<file path="src/hdl/bpc_pkg.sv">
// Shared types and constants of the button press classifier.
`timescale 1ns / 1ps
`default_nettype none

package bpc_pkg;

  // Configuration port
  localparam int unsigned CfgIdxW  = 2;
  localparam int unsigned CfgDataW = 16;

  localparam logic [CfgIdxW-1:0] RegDebounce   = 2'd0;
  localparam logic [CfgIdxW-1:0] RegLongPress  = 2'd1;
  localparam logic [CfgIdxW-1:0] RegDblWindow  = 2'd2;

  localparam logic [CfgDataW-1:0] DebounceRst  = 16'd50;
  localparam logic [CfgDataW-1:0] LongPressRst = 16'd1000;
  localparam logic [CfgDataW-1:0] DblWindowRst = 16'd300;

  // Timekeeping
  localparam int unsigned TimeW = 64;

  // Result queue
  localparam int unsigned ResDepth = 4;
  localparam int unsigned ResPtrW  = $clog2(ResDepth);
  localparam int unsigned ResCntW  = $clog2(ResDepth + 1);

  // Input item kind
  typedef enum logic {
    OpTick  = 1'b0,
    OpLevel = 1'b1
  } op_e;

  // Classified event
  typedef enum logic [1:0] {
    EvSingle = 2'd0,
    EvDouble = 2'd1,
    EvLong   = 2'd2
  } ev_e;

  // Results of one item handed to the queue: cnt of 0 to 2, ev_a first
  typedef struct packed {
    logic [1:0] cnt;
    ev_e        ev_a;
    ev_e        ev_b;
  } res_push_t;

endpackage

`default_nettype wire

</file>
<file path="src/hdl/button_press_classifier.sv">
// Top level of the button press classifier.
//
// Classifies one button into single, double and long presses.
// Input channel s_axis: one item per millisecond tick (tuser 0) or button
// level change (tuser 1, tdata[0] is the new level, 1 pressed).
// Output channel m_axis: one item per classified event, tdata[1:0] is
// 0 single, 1 double, 2 long; tlast marks the final event caused by one
// input item. Items that cause no event produce nothing.
// Configuration: cfg_we_i writes cfg_data_i into register cfg_idx_i
// (0 debounce ms, 1 long press ms, 2 double window ms); write only while idle.
// An item is registered at acceptance and processed once the result queue
// has room; its events are queued and then appear on m_axis in order.
// Throughput: one input item per cycle while the four-entry result queue
// has room for two results; the queue drains one event per cycle unless stalled.
// Reset clears all timers, counts and the queue and loads the register
// defaults 50, 1000 and 300. When the receiver stalls, events wait in the
// queue; s_axis_tready drops while an item waits in the input register and
// fewer than two queue entries are free.
`timescale 1ns / 1ps
`default_nettype none

module button_press_classifier (
  input  wire logic                         clk_i,
  input  wire logic                         rst_ni,
  // configuration
  input  wire logic                         cfg_we_i,
  input  wire logic [bpc_pkg::CfgIdxW-1:0]  cfg_idx_i,
  input  wire logic [bpc_pkg::CfgDataW-1:0] cfg_data_i,
  // input items
  input  wire logic                         s_axis_tvalid,
  output logic                              s_axis_tready,
  input  wire logic [7:0]                   s_axis_tdata,  // [0] pressed, [7:1] zero
  input  wire logic [0:0]                   s_axis_tuser,  // [0] op
  // result items
  output logic                              m_axis_tvalid,
  input  wire logic                         m_axis_tready,
  output logic [7:0]                        m_axis_tdata,  // [1:0] event_res, [7:2] zero
  output logic                              m_axis_tlast
);
  import bpc_pkg::*;

  logic      room;
  res_push_t push;
  ev_e       out_ev;

  bpc_core u_core (
    .clk_i        (clk_i),
    .rst_ni       (rst_ni),
    .cfg_we_i     (cfg_we_i),
    .cfg_idx_i    (cfg_idx_i),
    .cfg_data_i   (cfg_data_i),
    .in_valid_i   (s_axis_tvalid),
    .in_ready_o   (s_axis_tready),
    .in_op_i      (s_axis_tuser[0]),
    .in_pressed_i (s_axis_tdata[0]),
    .room_i       (room),
    .push_o       (push)
  );

  bpc_res_fifo u_res_fifo (
    .clk_i       (clk_i),
    .rst_ni      (rst_ni),
    .push_i      (push),
    .room_o      (room),
    .out_valid_o (m_axis_tvalid),
    .out_ready_i (m_axis_tready),
    .out_ev_o    (out_ev),
    .out_last_o  (m_axis_tlast)
  );

  assign m_axis_tdata = {6'b0, out_ev};

endmodule

`default_nettype wire

</file>
<file path="src/hdl/bpc_core.sv">
// Input register, press state and classification logic.
`timescale 1ns / 1ps
`default_nettype none

module bpc_core (
  input  wire logic                          clk_i,
  input  wire logic                          rst_ni,
  // configuration writes
  input  wire logic                          cfg_we_i,
  input  wire logic [bpc_pkg::CfgIdxW-1:0]   cfg_idx_i,
  input  wire logic [bpc_pkg::CfgDataW-1:0]  cfg_data_i,
  // input items
  input  wire logic                          in_valid_i,
  output logic                               in_ready_o,
  input  wire logic                          in_op_i,
  input  wire logic                          in_pressed_i,
  // result queue
  input  wire logic                          room_i,
  output bpc_pkg::res_push_t                 push_o
);
  import bpc_pkg::*;

  // configuration registers
  logic [CfgDataW-1:0] deb_q, lpl_q, dw_q;

  // input register
  logic in_vld_q, in_vld_d;
  op_e  op_q;
  logic pressed_q;

  // press state
  logic [TimeW-1:0]    uptime_q, uptime_d;
  logic [TimeW-1:0]    lpt_q, lpt_d;
  logic [1:0]          cnt_q, cnt_d;
  logic                held_q, held_d;
  logic                lp_q, lp_d;
  logic [CfgDataW-1:0] lr_q, lr_d;
  logic                wp_q, wp_d;
  logic [CfgDataW-1:0] wr_q, wr_d;

  logic      proc;
  logic      in_fire;
  res_push_t push;

  assign proc       = in_vld_q && room_i;
  assign in_ready_o = !in_vld_q || room_i;
  assign in_fire    = in_valid_i && in_ready_o;
  assign in_vld_d   = in_fire ? 1'b1 : (proc ? 1'b0 : in_vld_q);

  // write configuration
  always_ff @(posedge clk_i or negedge rst_ni) begin
    if (!rst_ni) begin
      deb_q <= DebounceRst;
      lpl_q <= LongPressRst;
      dw_q  <= DblWindowRst;
    end else if (cfg_we_i) begin
      case (cfg_idx_i)
        RegDebounce:  deb_q <= cfg_data_i;
        RegLongPress: lpl_q <= cfg_data_i;
        RegDblWindow: dw_q  <= cfg_data_i;
        default:      ;
      endcase
    end
  end

  // capture the item
  always_ff @(posedge clk_i or negedge rst_ni) begin
    if (!rst_ni) begin
      in_vld_q <= 1'b0;
    end else begin
      in_vld_q <= in_vld_d;
    end
  end

  always_ff @(posedge clk_i) begin
    if (in_fire) begin
      op_q      <= op_e'(in_op_i);
      pressed_q <= in_pressed_i;
    end
  end

  // advance the state for the registered item
  always_comb begin
    logic [CfgDataW-1:0] lr_dec;
    logic [CfgDataW-1:0] wr_dec;
    logic [TimeW-1:0]    since;
    logic                long_ev;
    logic                win_ev;
    ev_e                 win_kind;

    uptime_d = uptime_q;
    lpt_d    = lpt_q;
    cnt_d    = cnt_q;
    held_d   = held_q;
    lp_d     = lp_q;
    lr_d     = lr_q;
    wp_d     = wp_q;
    wr_d     = wr_q;
    long_ev  = 1'b0;
    win_ev   = 1'b0;
    win_kind = EvSingle;
    lr_dec   = (lr_q != '0) ? lr_q - 1'b1 : lr_q;
    wr_dec   = (wr_q != '0) ? wr_q - 1'b1 : wr_q;
    since    = uptime_q - lpt_q;

    if (proc) begin
      case (op_q)
        OpTick: begin
          uptime_d = uptime_q + 1'b1;
          // long timer goes first
          if (lp_q) begin
            lr_d = lr_dec;
            if (lr_dec == '0) begin
              lp_d = 1'b0;
              if (held_q) begin
                long_ev = 1'b1;
                cnt_d   = 2'd0;
                lpt_d   = '0;
              end
            end
          end
          // then the double-press window, on the count left by the long timer
          if (wp_q) begin
            wr_d = wr_dec;
            if (wr_dec == '0) begin
              wp_d = 1'b0;
              if (cnt_d == 2'd1) begin
                win_ev   = 1'b1;
                win_kind = EvSingle;
              end else if (cnt_d == 2'd2) begin
                win_ev   = 1'b1;
                win_kind = EvDouble;
              end
              cnt_d = 2'd0;
              lpt_d = '0;
            end
          end
        end
        OpLevel: begin
          if (pressed_q) begin
            // accept a press outside the debounce time
            if (since >= TimeW'(deb_q)) begin
              held_d = 1'b1;
              lpt_d  = uptime_q;
              if (cnt_q != 2'd3) begin
                cnt_d = cnt_q + 1'b1;
              end
              if (!lp_q) begin
                lp_d = 1'b1;
                lr_d = (lpl_q == '0) ? CfgDataW'(1) : lpl_q;
              end
            end
          end else begin
            // release: a running long timer turns into the window
            held_d = 1'b0;
            if (lp_q) begin
              lp_d = 1'b0;
              lr_d = '0;
              wp_d = 1'b1;
              wr_d = (dw_q == '0) ? CfgDataW'(1) : dw_q;
            end
          end
        end
        default: ;
      endcase
    end

    push.cnt  = {1'b0, long_ev} + {1'b0, win_ev};
    push.ev_a = long_ev ? EvLong : win_kind;
    push.ev_b = win_kind;
  end

  assign push_o = push;

  // hold the state
  always_ff @(posedge clk_i or negedge rst_ni) begin
    if (!rst_ni) begin
      uptime_q <= '0;
      lpt_q    <= '0;
      cnt_q    <= '0;
      held_q   <= 1'b0;
      lp_q     <= 1'b0;
      lr_q     <= '0;
      wp_q     <= 1'b0;
      wr_q     <= '0;
    end else begin
      uptime_q <= uptime_d;
      lpt_q    <= lpt_d;
      cnt_q    <= cnt_d;
      held_q   <= held_d;
      lp_q     <= lp_d;
      lr_q     <= lr_d;
      wp_q     <= wp_d;
      wr_q     <= wr_d;
    end
  end

  // a running timer never sits at zero
  a_long_nonzero : assert property (@(posedge clk_i) disable iff (!rst_ni)
    lp_q |-> (lr_q != '0))
    else $error("long timer pending with zero count");

  a_win_nonzero : assert property (@(posedge clk_i) disable iff (!rst_ni)
    wp_q |-> (wr_q != '0))
    else $error("window pending with zero count");

  // two results from one item are always long then a window result
  a_two_order : assert property (@(posedge clk_i) disable iff (!rst_ni)
    (push.cnt == 2'd2) |-> (push.ev_a == EvLong && push.ev_b != EvLong))
    else $error("two results in wrong order");

  // results only come from a processed item
  a_push_proc : assert property (@(posedge clk_i) disable iff (!rst_ni)
    (push.cnt != 2'd0) |-> (proc && op_q == OpTick))
    else $error("results without a processed tick");

endmodule

`default_nettype wire

</file>
<file path="src/hdl/bpc_res_fifo.sv">
// Result queue: per cycle up to two results in, one out if ready.
`timescale 1ns / 1ps
`default_nettype none

module bpc_res_fifo (
  input  wire logic               clk_i,
  input  wire logic               rst_ni,
  input  bpc_pkg::res_push_t      push_i,
  output logic                    room_o,
  output logic                    out_valid_o,
  input  wire logic               out_ready_i,
  output bpc_pkg::ev_e            out_ev_o,
  output logic                    out_last_o
);
  import bpc_pkg::*;

  ev_e                ev_q   [ResDepth];
  logic [ResDepth-1:0] last_q;
  logic [ResPtrW-1:0] wr_ptr_q, wr_ptr_d;
  logic [ResPtrW-1:0] rd_ptr_q, rd_ptr_d;
  logic [ResCntW-1:0] count_q, count_d;
  logic               pop;
  logic [ResPtrW-1:0] wr_ptr_nx;

  // keep room for the largest burst of one item
  assign room_o      = count_q <= ResCntW'(ResDepth - 2);
  assign out_valid_o = count_q != '0;
  assign out_ev_o    = ev_q[rd_ptr_q];
  assign out_last_o  = last_q[rd_ptr_q];
  assign pop         = out_valid_o && out_ready_i;
  assign wr_ptr_nx   = wr_ptr_q + 1'b1;

  // advance pointers and fill count
  always_comb begin
    wr_ptr_d = wr_ptr_q + ResPtrW'(push_i.cnt);
    rd_ptr_d = pop ? rd_ptr_q + 1'b1 : rd_ptr_q;
    count_d  = count_q + ResCntW'(push_i.cnt) - ResCntW'(pop);
  end

  always_ff @(posedge clk_i or negedge rst_ni) begin
    if (!rst_ni) begin
      wr_ptr_q <= '0;
      rd_ptr_q <= '0;
      count_q  <= '0;
    end else begin
      wr_ptr_q <= wr_ptr_d;
      rd_ptr_q <= rd_ptr_d;
      count_q  <= count_d;
    end
  end

  // store the results of one item, the final one marked last
  always_ff @(posedge clk_i) begin
    if (push_i.cnt != 2'd0) begin
      ev_q[wr_ptr_q]   <= push_i.ev_a;
      last_q[wr_ptr_q] <= push_i.cnt == 2'd1;
    end
    if (push_i.cnt == 2'd2) begin
      ev_q[wr_ptr_nx]   <= push_i.ev_b;
      last_q[wr_ptr_nx] <= 1'b1;
    end
  end

  a_no_overflow : assert property (@(posedge clk_i) disable iff (!rst_ni)
    (push_i.cnt != 2'd0) |-> (count_q <= ResCntW'(ResDepth - 2)))
    else $error("result queue overflow");

  a_count_range : assert property (@(posedge clk_i) disable iff (!rst_ni)
    count_q <= ResCntW'(ResDepth))
    else $error("result count out of range");

  a_empty_ptrs : assert property (@(posedge clk_i) disable iff (!rst_ni)
    (count_q == '0) |-> (wr_ptr_q == rd_ptr_q))
    else $error("pointers differ on empty queue");

endmodule

`default_nettype wire
</file>
<file path="config.mk">
export PLATFORM = sky130hd
export DESIGN_NAME = button_press_classifier
export DESIGN_NICKNAME = d
export VERILOG_FILES = /design/src/hdl/bpc_pkg.sv /design/src/hdl/button_press_classifier.sv /design/src/hdl/bpc_core.sv /design/src/hdl/bpc_res_fifo.sv
export SDC_FILE = /design/constraint.sdc
export NUM_CORES = 1
export LEC_CHECK = 0
export ABC_CLOCK_PERIOD_IN_PS = 6500
export BUFFER_PORTS_ARGS = -buffer_cell sky130_fd_sc_hd__buf_2
export CAP_MARGIN = 0
export CORE_AREA = 2 2 137 193
export DETAILED_ROUTE_END_ITERATION = 6
export DIE_AREA = 0 0 139 195
export PLACE_DENSITY = 0.9
export SKIP_LAST_GASP = 1
export SYNTH_ARGS = -nofsm -noshare
export SYNTH_HDL_FRONTEND = slang
export SYNTH_HIERARCHICAL = 1
export SYNTH_SLANG_ARGS = --single-unit
export TNS_END_PERCENT = 1
</file>
<file path="constraint.sdc">
create_clock -name clk_i -period 6.5 [get_ports clk_i]
set_input_delay 1.3 -clock clk_i [delete_from_list [all_inputs] [get_ports clk_i]]
set_output_delay 1.3 -clock clk_i [all_outputs]
set_load 0.005 [all_outputs]
</file>
# --- Word level (Yosys, flattened, before mapping) ---
# Memory sizes are Yosys's and may differ from the RTL's.
# Index checks and enable logic that the tools add are counted.
op_classes:
  addsub: 11
  order_cmp: 7
  eq_ne: 18
  n_mux: 79
  bitwise: 2
  n_reduce_logical: 29
ops:
  columns: ["operator", "count"]
  rows:
  - ["$mux 64", 7]
  - ["$mux 16", 12]
  - ["$pmux 64 s2", 1]
  - ["$add 64x1->64 const B", 1]
  - ["$ge 64x16->1", 1]
  - ["$logic_not 16->1", 4]
  - ["$pmux 16 s2", 2]
  - ["$sub 64x64->64", 1]
  - ["$mux 2", 18]
  - ["$reduce_bool 16->1", 2]
  - ["$sub 16x1->16 const B", 2]
  - ["$mux 1", 30]
  - ["$ne 2x2->1 const B", 7]
  - ["$reduce_and 2->1", 5]
  - ["$lt 2x3->1 const B", 3]
  - ["$ne 3x3->1 const B", 3]
  - ["$reduce_and 3->1", 3]
  - ["$mux 4", 2]
  - ["$reduce_and 4->1", 2]
  - ["$add 2x1->2 const B", 3]
  - ["$eq 2x1->1 const B", 3]
  - ["$eq 2x2->1 const B", 3]
  - ["$logic_and 1x1->1", 5]
  - ["$reduce_and 5->1", 1]
  - ["20 further kinds", 25]
totals:
  regBits: 227
  ramBits: 8
  memories: 1
memory_table:
  columns: ["name", "depth", "width", "read_ports", "rd_ports_with_merged_regs", "wr", "line", "text"]
  rows:
  - ["u_res_fifo.ev_q", 4, 2, 1, 0, 1, "bpc_res_fifo.sv:17", "ev_e ev_q [ResDepth];"]

# --- Logic depth before layout (Yosys ltp) ---
# Gate-level depths: netlist (run 1).
depth:
  ltp_word: 20
  ltp_mapped: 24
  ltp_nobuf: 22

# --- Hierarchy ---
# Netlist (run 1), hierarchy kept.
by_module_without_submodules:
  columns: ["mod", "instances", "cells_per_inst", "area_per_inst_um2", "seq_area_each_um2"]
  rows:
  - ["bpc_core", 1, 1734, 14970.6, 5431.5]
  - ["bpc_res_fifo", 1, 83, 1014.7, 495.5]
  - ["button_press_classifier", 1, 7, 48.8, 0.0]

# --- Worst setup path before layout (run 1) ---
# OpenSTA, ideal clock, no wires.
synth_path:
  kind: "register to register"
  startpoint: "reg u_core.uptime_q[0]"
  endpoint: "reg u_core.lr_q[6]"
  setup_time_ns: 0.128
  arrival_time_ns: 5.025
  required_ns: 6.372
  setup_slack_ns: 1.348
  path_stages_with_launch: 24
  synth_period_minus_slack_ns: 5.152
  cell_sequence: "dfrtp_1 > inv_1 > ha_1 > inv_1 > fa_1 > a21o_1 > a221o_1 > a211oi_2 > nor2_1 > xor2_1 > ha_1 > a21oi_1 > nand2_1 > a2bb2oi_1 > nand3_1 > nor4_1 > o2111ai_1 > a211oi_1 > nand4b_1 > or4_4 > o31ai_2 > and2_1 > buf_2 > mux2_1"
synth_between:
  elab_chain_cells: 4
synth_rtl:
  columns: ["item", "line", "text"]
  rows:
  - ["from (decl)", "bpc_core.sv:32", "logic [TimeW-1:0] uptime_q, uptime_d;"]
  - ["from (signal assigned)", "bpc_core.sv:187", "uptime_q <= uptime_d;"]
  - ["$sub 64x64->64", "bpc_core.sv:104", "since = uptime_q - lpt_q;"]
  - ["$ge 64x16->1", "bpc_core.sv:142", "if (since >= TimeW'(deb_q)) begin"]
  - ["$ne 3x3->1 (no line)", null, null]
  - ["$reduce_and 5->1 (no line)", null, null]
  - ["to (signal assigned)", "bpc_core.sv:192", "lr_q <= lr_d;"]
  - ["to (decl)", "bpc_core.sv:37", "logic [CfgDataW-1:0] lr_q, lr_d;"]
# No other way between the ends.
# A chain may end at the register's enable or synchronous reset.

# --- Final worst setup path (run 1) ---
layout_path:
  startpoint: "reg u_core.uptime_q[0]"
  endpoint: "reg u_core.lpt_q[16]"
layout_between:
  elab_chain_cells: 4
layout_rtl:
  columns: ["item", "line", "text"]
  rows:
  - ["$sub 64x64->64", "bpc_core.sv:104", null]
  - ["$ge 64x16->1", "bpc_core.sv:142", null]
  - ["$ne 2x2->1 (no line)", null, null]
  - ["$reduce_and 3->1 (no line)", null, null]
  - ["to (signal assigned)", "bpc_core.sv:188", "lpt_q <= lpt_d;"]
  - ["to (decl)", "bpc_core.sv:33", "logic [TimeW-1:0] lpt_q, lpt_d;"]
# No other way between the ends.

==> flow_metrics.tcl, run 1 <==
set metrics [dict create \
    worst-path-buf-inv 3 \
    multiInputGateArea_um2 9124 \
    ctsResizeCount 0 \
    synthXorXnorAreaFrac_pct 6.009 \
    status "complete, no violations" \
    cp.required_ps 6920 \
    antenna_found_initial 0 \
    worst_slew_pin_slew_ps 1295 \
    rsz0062_at_grt "no" \
    hold_viol 0 \
    slew_viol_final 0 \
    finalNonFillerCells 2133 \
    cts_buffers 24 \
    synthArstFlopShare_pct 94.04 \
    worst-path-max-fanout 64 \
    hp-class "flip-flop to flip-flop" \
    cts_root_buffer "clkbuf_16" \
    syn_avg_cell_area_um2 8.791 \
    postCtsSetupBuffers 0 \
    h-tree-depth 1 \
    drt.antenna.violating_nets 0 \
    syn_area_um2 16030 \
    dpl_cell_area_um2 16240 \
    remaining_drc_errors 0 \
    synth_edf_count 10 \
    ctsHoldBuffers 0 \
    die_h_um 195 \
    final.setup.worst_slack_ps 246.8 \
    path_class "flip-flop to flip-flop" \
    cts.sinks 235 \
    first_global_vias 14112 \
    arrival_ps 6670 \
    die_area_um2 27110 \
    cts_tree "built" \
    synth_top_area_cell "dfrtp_1" \
    cp_cell_sequence "inv_1 -> ha_1 -> inv_1 -> fa_1 -> a21o_1 -> a221o_1 -> a21oi_1 -> xnor2_1 -> ha_1 -> o21ai_0 -> nor2_1 -> o31ai_1 -> o21ai_0 -> a2111oi_0 -> o2111ai_1 -> a211oi_1 -> nand4b_1 -> or4_4 -> or3_1 -> nor3b_2 -> buf_12 -> a22o_1" \
    dr.pass1.iters 7 \
    yosysTopAreaCellShare_pct 32.46 \
    critical_path.max_stage_delay_ps 580 \
    grt_max_degree 117 \
    powerDensity_nw_per_um2 392.1 \
    dieWidth_um 139 \
    min_period_over_period_pct 96.20 \
    synth_top_family_by_area "compound AO/OA/AOI/OAI gates" \
    start_util_pct 63.60 \
    endpoint_kind "flip-flop" \
    nets 1920 \
    clk_pin_slew_worst_paths_ps 60 \
    finalClockSkew_ps 15.69 \
    yosys_register_bits 235 \
    period_minus_slack_ps 6253 \
    antennaDiodeCount 0 \
    syn_inst 1824 \
    sw_frac_of_total_pct 41.78 \
    dp_slack_ps 414.4 \
    pwr-share-seq_pct 28.9 \
    place_inst 2090 \
    hpwl_um 32580 \
    setup_viol 0 \
    drt_iter0_markers 948 \
    hold_depth 1 \
    reg2regPathDepth 22 \
    ys.flop_type "dfrtp_1" \
    row_count 69 \
    routedWlPerCell_um 20.73 \
    fin_area_um2 17040 \
    yosysUniqueCellTypes 93 \
    path_delay_family "compound AO/OA/AOI/OAI gates" \
    seqCellArea_um2 5927 \
    pwr-share-comb_pct 50.0 \
    fillers 1970 \
    layout-drive-gt1-share_pct 9.041 \
    core_region_area_um2 25210 \
    max_slew_margin_pct 11.47 \
    clkPwrFrac_pct 21.2 \
    syn_to_final_growth_pct 6.274 \
    grt_pass1_wl_um 71950 \
    via_per_inst 6.631 \
    io_buffers 29 \
    switchingPower_mw 2.792 \
    fmax_mhz 159.9 \
    synth.area.top_cells "dfrtp_1 32%, ha_1 6.9%, a21oi_1 4.4%" \
    cp_slowest_cell "or4_4" \
    num_vias 14144 \
    place_congestion 1.001 \
    cp.depth 22 \
    track_usage_pct 32.31 \
    yosys.area_share.simple_pct 18.07 \
    cts_buffer_depth 3 \
    synth_fa_ha_area_share_pct 7.195 \
    io_pins 43 \
    worst_setup_path_start_kind "flip-flop" \
    yosys_warnings 6 \
    synth_compound_area_share_pct 21.21 \
    grt_overflow 0 \
    synthMuxAreaShare_pct 4.183 \
    internal-power_mw 3.890 \
    max-cap-violations 0 \
    finalWirelength_um 44210 \
    fin_tns_setup_ps 0 \
    insertion_delay_ps 540 \
    leakage_nw 8.044 \
    peakVddDrop_uv 292.4 \
    seq_area_frac_synth_pct 36.96 \
]
[logic make-up (layout without fill, tap and decap cells)]
group	after synthesis	in the layout
multiplexers	57	57
buffers and inverters	236	221
AND/OR/NAND/NOR	590	590
AO/OA/AOI/OAI	503	503
adder cells (fa/ha/maj)	91	91
flip-flops	235	235
XOR/XNOR	110	110
other	2	7
[Yosys cell counts, types with 9 or more instances]
master,instances
a211oi_1,12
a21o_1,17
a21oi_1,140
a22o_1,64
a22oi_1,19
a31oi_1,15
a32oi_1,11
and2_1,12
and3_1,33
buf_2,27
buf_6,9
clkbuf_1,56
dfrtp_1,208
dfstp_2,13
edfxtp_1,10
ha_1,89
inv_1,135
mux2_2,41
mux2i_1,10
nand2_1,170
nand3_1,50
nand4_1,54
nor2_1,126
nor3_1,57
nor4_1,21
o21a_1,9
o21ai_0,81
o21ai_1,17
o22ai_1,21
o31ai_1,13
or3_1,14
xnor2_1,69
xor2_1,41
[state kept, by name, summed over array words and instances (netlist names), 3 cells and up]
register / flops
u_core/lpt_q: 64
u_core/uptime_q: 64
u_core/deb_q: 16
u_core/dw_q: 16
u_core/lpl_q: 16
u_core/lr_q: 16
u_core/wr_q: 16
u_res_fifo/ev_q: 8
u_res_fifo/last_q: 4
u_res_fifo/count_q: 3
[routing by layer]
metal,wire [um],track usage (%),vias up
li1,-,-,6591
met1,16650,36.94,6846
met2,22480,58.35,551
met3,2261,3.850,156
met4,2820,18.29,0
met5,0,0,-
[area by class of cell]
cell class | count | area share (%)
repair buffers | 42 | 1.630
clock buffers | 34 | 4.105
inverters | 136 | 2.996
multi-input cells | 1358 | 53.54
flip-flops and latches | 235 | 34.78
well taps | 319 | 2.342
clock inverters | 9 | 0.6021
[cell usage in the layout (no fill, tap or decap), drive strengths merged, types with 33 or more instances in the layout]
cell type  netlist  layout
dfrtp          208     208
nand2          170     170
a21oi          140     140
inv            135     136
nor2           126     126
o21ai           99      99
ha              89      89
xnor2           69      69
a22o            64      64
nor3            57      57
nand4           54      54
nand3           50      50
mux2            44      44
buf             44      42
xor2            41      41
clkbuf          56      34
and3            33      33
[power groups by stage]
stage / clock [mW] / combinational [mW] / sequential (mW)
6_report: 1.41 / 3.34 / 1.93
5_1_grt: 1.49 / 3.57 / 1.96
4_1_cts: 1.44 / 3.26 / 1.92
3_5_place_dp: 0 / 3.22 / 1.95
3_3_place_gp: 0 / 3.12 / 1.94
2_1_floorplan: 0 / 2.42 / 1.85
[worst paths after layout]
path	from	to	slack, ps
worst max-delay path	u_core/uptime_q[0]	u_core/lpt_q[16]	250
worst min-delay path	u_core/lpt_q[1]	u_core/lpt_q[1]	500
worst max register to register	u_core/uptime_q[0]	u_core/lpt_q[16]	250
worst min register to register	u_core/lpt_q[1]	u_core/lpt_q[1]	500
max in group asynchronous	rst_ni	u_core/lpt_q[34]	4240
min in group asynchronous	rst_ni	u_res_fifo/count_q[2]	800
[metrics by stage]
step / hold WS [ps] / total power, mW / util [%]
finish: 504.5 / 6.681 / 67.59
detailed placement: 491.2 / 5.164 / 64.41
global placement: 481.6 / 5.055 / 64.41
floorplan: 457.1 / 4.271 / -
CTS: 508.0 / 6.617 / 67.59
global route: 519.4 / 7.018 / 67.59
[worst reg2reg max path: stages (launching register included)]
cell and delay [ps]:
dfrtp_1 430, inv_1 120, ha_1 200, inv_1 70
fa_1 420, a21o_1 200, a221o_1 430, a21oi_1 200
xnor2_1 140, ha_1 260, o21ai_0 220, nor2_1 80
o31ai_1 410, o21ai_0 210, a2111oi_0 400, o2111ai_1 240
a211oi_1 290, nand4b_1 130, or4_4 580, or3_1 400
nor3b_2 190, buf_12 210, a22o_1 300
Power figures use the tool's default switching activity.
==> run 2: changes to the inputs <==
--- a/config.mk
+++ b/config.mk
@@ -5,16 +5,17 @@
 export SDC_FILE = /design/constraint.sdc
 export NUM_CORES = 1
 export LEC_CHECK = 0
+export ABC_AREA = 1
 export ABC_CLOCK_PERIOD_IN_PS = 6500
 export BUFFER_PORTS_ARGS = -buffer_cell sky130_fd_sc_hd__buf_2
 export CAP_MARGIN = 0
-export CORE_AREA = 2 2 137 193
+export CORE_AREA = 2 2 147 207
 export DETAILED_ROUTE_END_ITERATION = 6
-export DIE_AREA = 0 0 139 195
-export PLACE_DENSITY = 0.9
+export DIE_AREA = 0 0 149 209
+export PLACE_DENSITY = 0.91
 export SKIP_LAST_GASP = 1
 export SYNTH_ARGS = -nofsm -noshare
 export SYNTH_HDL_FRONTEND = slang
 export SYNTH_HIERARCHICAL = 1
 export SYNTH_SLANG_ARGS = --single-unit
-export TNS_END_PERCENT = 1
+export TNS_END_PERCENT = 5
==> run 2 against run 1 <==
  * Worst setup slack better by 980 ps
  * Sequential cell count unchanged
  * Synthesized cell count is 62% higher
  * Sequential share of layout area shrank 5.1 points
  * Maximum frequency is 19% higher
  * Register-to-register slack improved by 980 ps
  * Routed wire length is 33% higher
  * Die area up 15%
  * Clock-buffer cell count unchanged
  * Non-clock buffer count fell by 8
  * Clock skew increased by 19 ps
  * Global-route usage increased by 5.5 points
  * Critical path type unchanged
  * Critical endpoint is now u_core/lpt_q[48]
  * Largest power group unchanged
==> flow_metrics.tcl, run 2 <==
set metrics [dict create \
    final_cell_mix "1,065 x nand2_1, 500 x inv_1, 261 x nor2_1" \
    cts_root_buffer "clkbuf_16" \
    layout-drive-gt1-share_pct 4.816 \
    period_minus_slack_ps 5274 \
    max_slew_margin_pct 15.39 \
    ctsResizeCount 0 \
    rsz0062_at_grt "no" \
    min_period_over_period_pct 81.14 \
    dr.pass1.iters 6 \
    cts_buffers 24 \
    powerDensity_nw_per_um2 380.8 \
    remaining_drc_errors 0 \
    ys.flop_type "dfrtp_1" \
    leakage_nw 11.28 \
    final_common_cell "nand2_1" \
    setup_viol 0 \
    worst-path-max-fanout 65 \
    max-cap-violations 0 \
    finalClockSkew_ps 34.63 \
    place_congestion 1.010 \
    core_region_area_um2 29470 \
    synth.area.top_cells "dfrtp_1 28%, nand2_1 21%, inv_1 10%" \
    syn_to_final_growth_pct 6.159 \
    grt_pass1_wl_um 92360 \
    hpwl_um 45820 \
    multiInputGateArea_um2 10640 \
    synth_edf_count 10 \
    clk_pin_slew_worst_paths_ps 60 \
    h-tree-depth 1 \
    drt.antenna.violating_nets 0 \
    worst_slew_pin_slew_ps 1269 \
    io_buffers 29 \
    path_class "flip-flop to flip-flop" \
    nets 3074 \
    seqCellArea_um2 5927 \
    synthArstFlopShare_pct 94.04 \
    insertion_delay_ps 550 \
    peakVddDrop_uv 518.0 \
    grt_overflow 0 \
    dieWidth_um 149 \
    row_count 75 \
    arrival_ps 5710 \
    hp-class "flip-flop to flip-flop" \
    postCtsSetupBuffers 0 \
    antenna_found_initial 0 \
    die_area_um2 31140 \
    fmax_mhz 189.6 \
    die_h_um 209 \
    fillers 2661 \
    io_pins 43 \
    total_power_mw 7.612 \
    seq_area_frac_synth_pct 31.47 \
    cp.required_ps 6930 \
    hold_viol 0 \
    cts.sinks 235 \
    cts_tree "built" \
    yosysTopAreaCellShare_pct 27.64 \
    start_util_pct 63.91 \
    routedWlPerCell_um 17.54 \
    track_usage_pct 37.78 \
    via_per_inst 5.639 \
    endpoint_kind "flip-flop" \
    ctsHoldBuffers 0 \
    grt_max_degree 123 \
    syn_area_um2 18830 \
    yosysMostFrequentCell "nand2_1" \
    yosysUniqueCellTypes 55 \
    syn_inst 2949 \
    drt_iter0_markers 1874 \
    num_vias 18914 \
    finalWirelength_um 58850 \
    status "complete, no violations" \
    antennaDiodeCount 0 \
    first_global_vias 18351 \
    slew_viol_final 0 \
    yosys_warnings 6 \
    worst_setup_path_start_kind "flip-flop" \
    yosys-top-cells-count "1,065 x nand2_1, 501 x inv_1, 261 x nor2_1, 208 x dfrtp_1" \
    fin_tns_setup_ps 0 \
    synth_top_area_cell "dfrtp_1" \
    cts_buffer_depth 3 \
    yosys_register_bits 235 \
    syn_avg_cell_area_um2 6.386 \
    top_regs "u_core/lpt_q: 64 flops, u_core/uptime_q: 64 flops" \
]
## run 2: cell type report
type | count | share of cell area, %
clock inverter | 10 | 0.7197
tap | 385 | 2.410
clock buffer | 34 | 3.342
inverter | 512 | 9.613
timing repair buffer | 34 | 1.026
multi-input combinational | 2144 | 53.24
sequential | 235 | 29.65
## run 2: layer usage
metal  vias up  global-route usage, %  routed length [um]
li1       9249                      -                   -
met1      8652                  38.92               20440
met2       735                  66.39               29220
met3       278                  5.153                3139
met4         0                  32.81                6054
met5         -                      0                   0
## run 2: critical path, stage by stage, from the launching register on
cell     delay, ps
dfrtp_1        420
inv_1          120
ha_1           240
inv_1          100
fa_1           410
nand3_1        160
nand3_1        180
nand3_1        130
nand3_1        210
xor2_1         220
ha_1           190
a21oi_1        120
nor2_1          60
nor3_1         280
nand3_1        130
a21oi_1        130
nand2_1         60
nor2_1         230
nand2_1        110
nor2_1          90
nand3_1        310
or2_2          880
nand4_1        270
nand2_1         80
## run 2: kinds of logic (layout without fill, tap and decap cells)
logic type	after synthesis	in the layout	share of synthesized area (%)
and+or+nand+nor	1722	1722	39.05
buffers and inverters	575	590	12.11
DFF	235	235	31.47
AOI/OAI and AO/OA	220	220	6.372
xor gates and xnor gates	104	104	4.837
adders and majority gates	91	91	6.126
other	2	7	0.03988
## run 2: path summary, 6_finish.rpt
check                                      from  cells past startpoint              endpoint  slack [ps]
max in group asynchronous                rst_ni                      2      u_core/lpt_q[51]        4550
setup reg to reg             u_core/uptime_q[0]                     23      u_core/lpt_q[48]        1230
hold / removal             u_res_fifo/last_q[0]                      2  u_res_fifo/last_q[0]         460
setup / recovery             u_core/uptime_q[0]                     23      u_core/lpt_q[48]        1230
hold reg to reg            u_res_fifo/last_q[0]                      2  u_res_fifo/last_q[0]         460
min in group asynchronous                rst_ni                      1        u_core/wr_q[4]         770
## run 2: stage by stage
stage	util, %	worst slack [ps]	instance area, um2	hold WS, ps	std cells
floorplan	-	2779	18850	428.9	2954
global placement	65.09	1525	19180	442.0	3310
detailed placement	65.09	1424	19180	452.7	3310
CTS	67.85	1391	19990	468.9	3354
global route	67.85	916.0	19990	493.1	3354
finish	67.85	1226	19990	463.7	3354
## run 2: power by group
group	internal [mW]	leakage, nW	switching, mW
Combinational	1.36	7.84	2.89
Clock	0.841	0.399	0.601
Sequential	1.68	3.04	0.238
Total	3.88	11.3	3.73
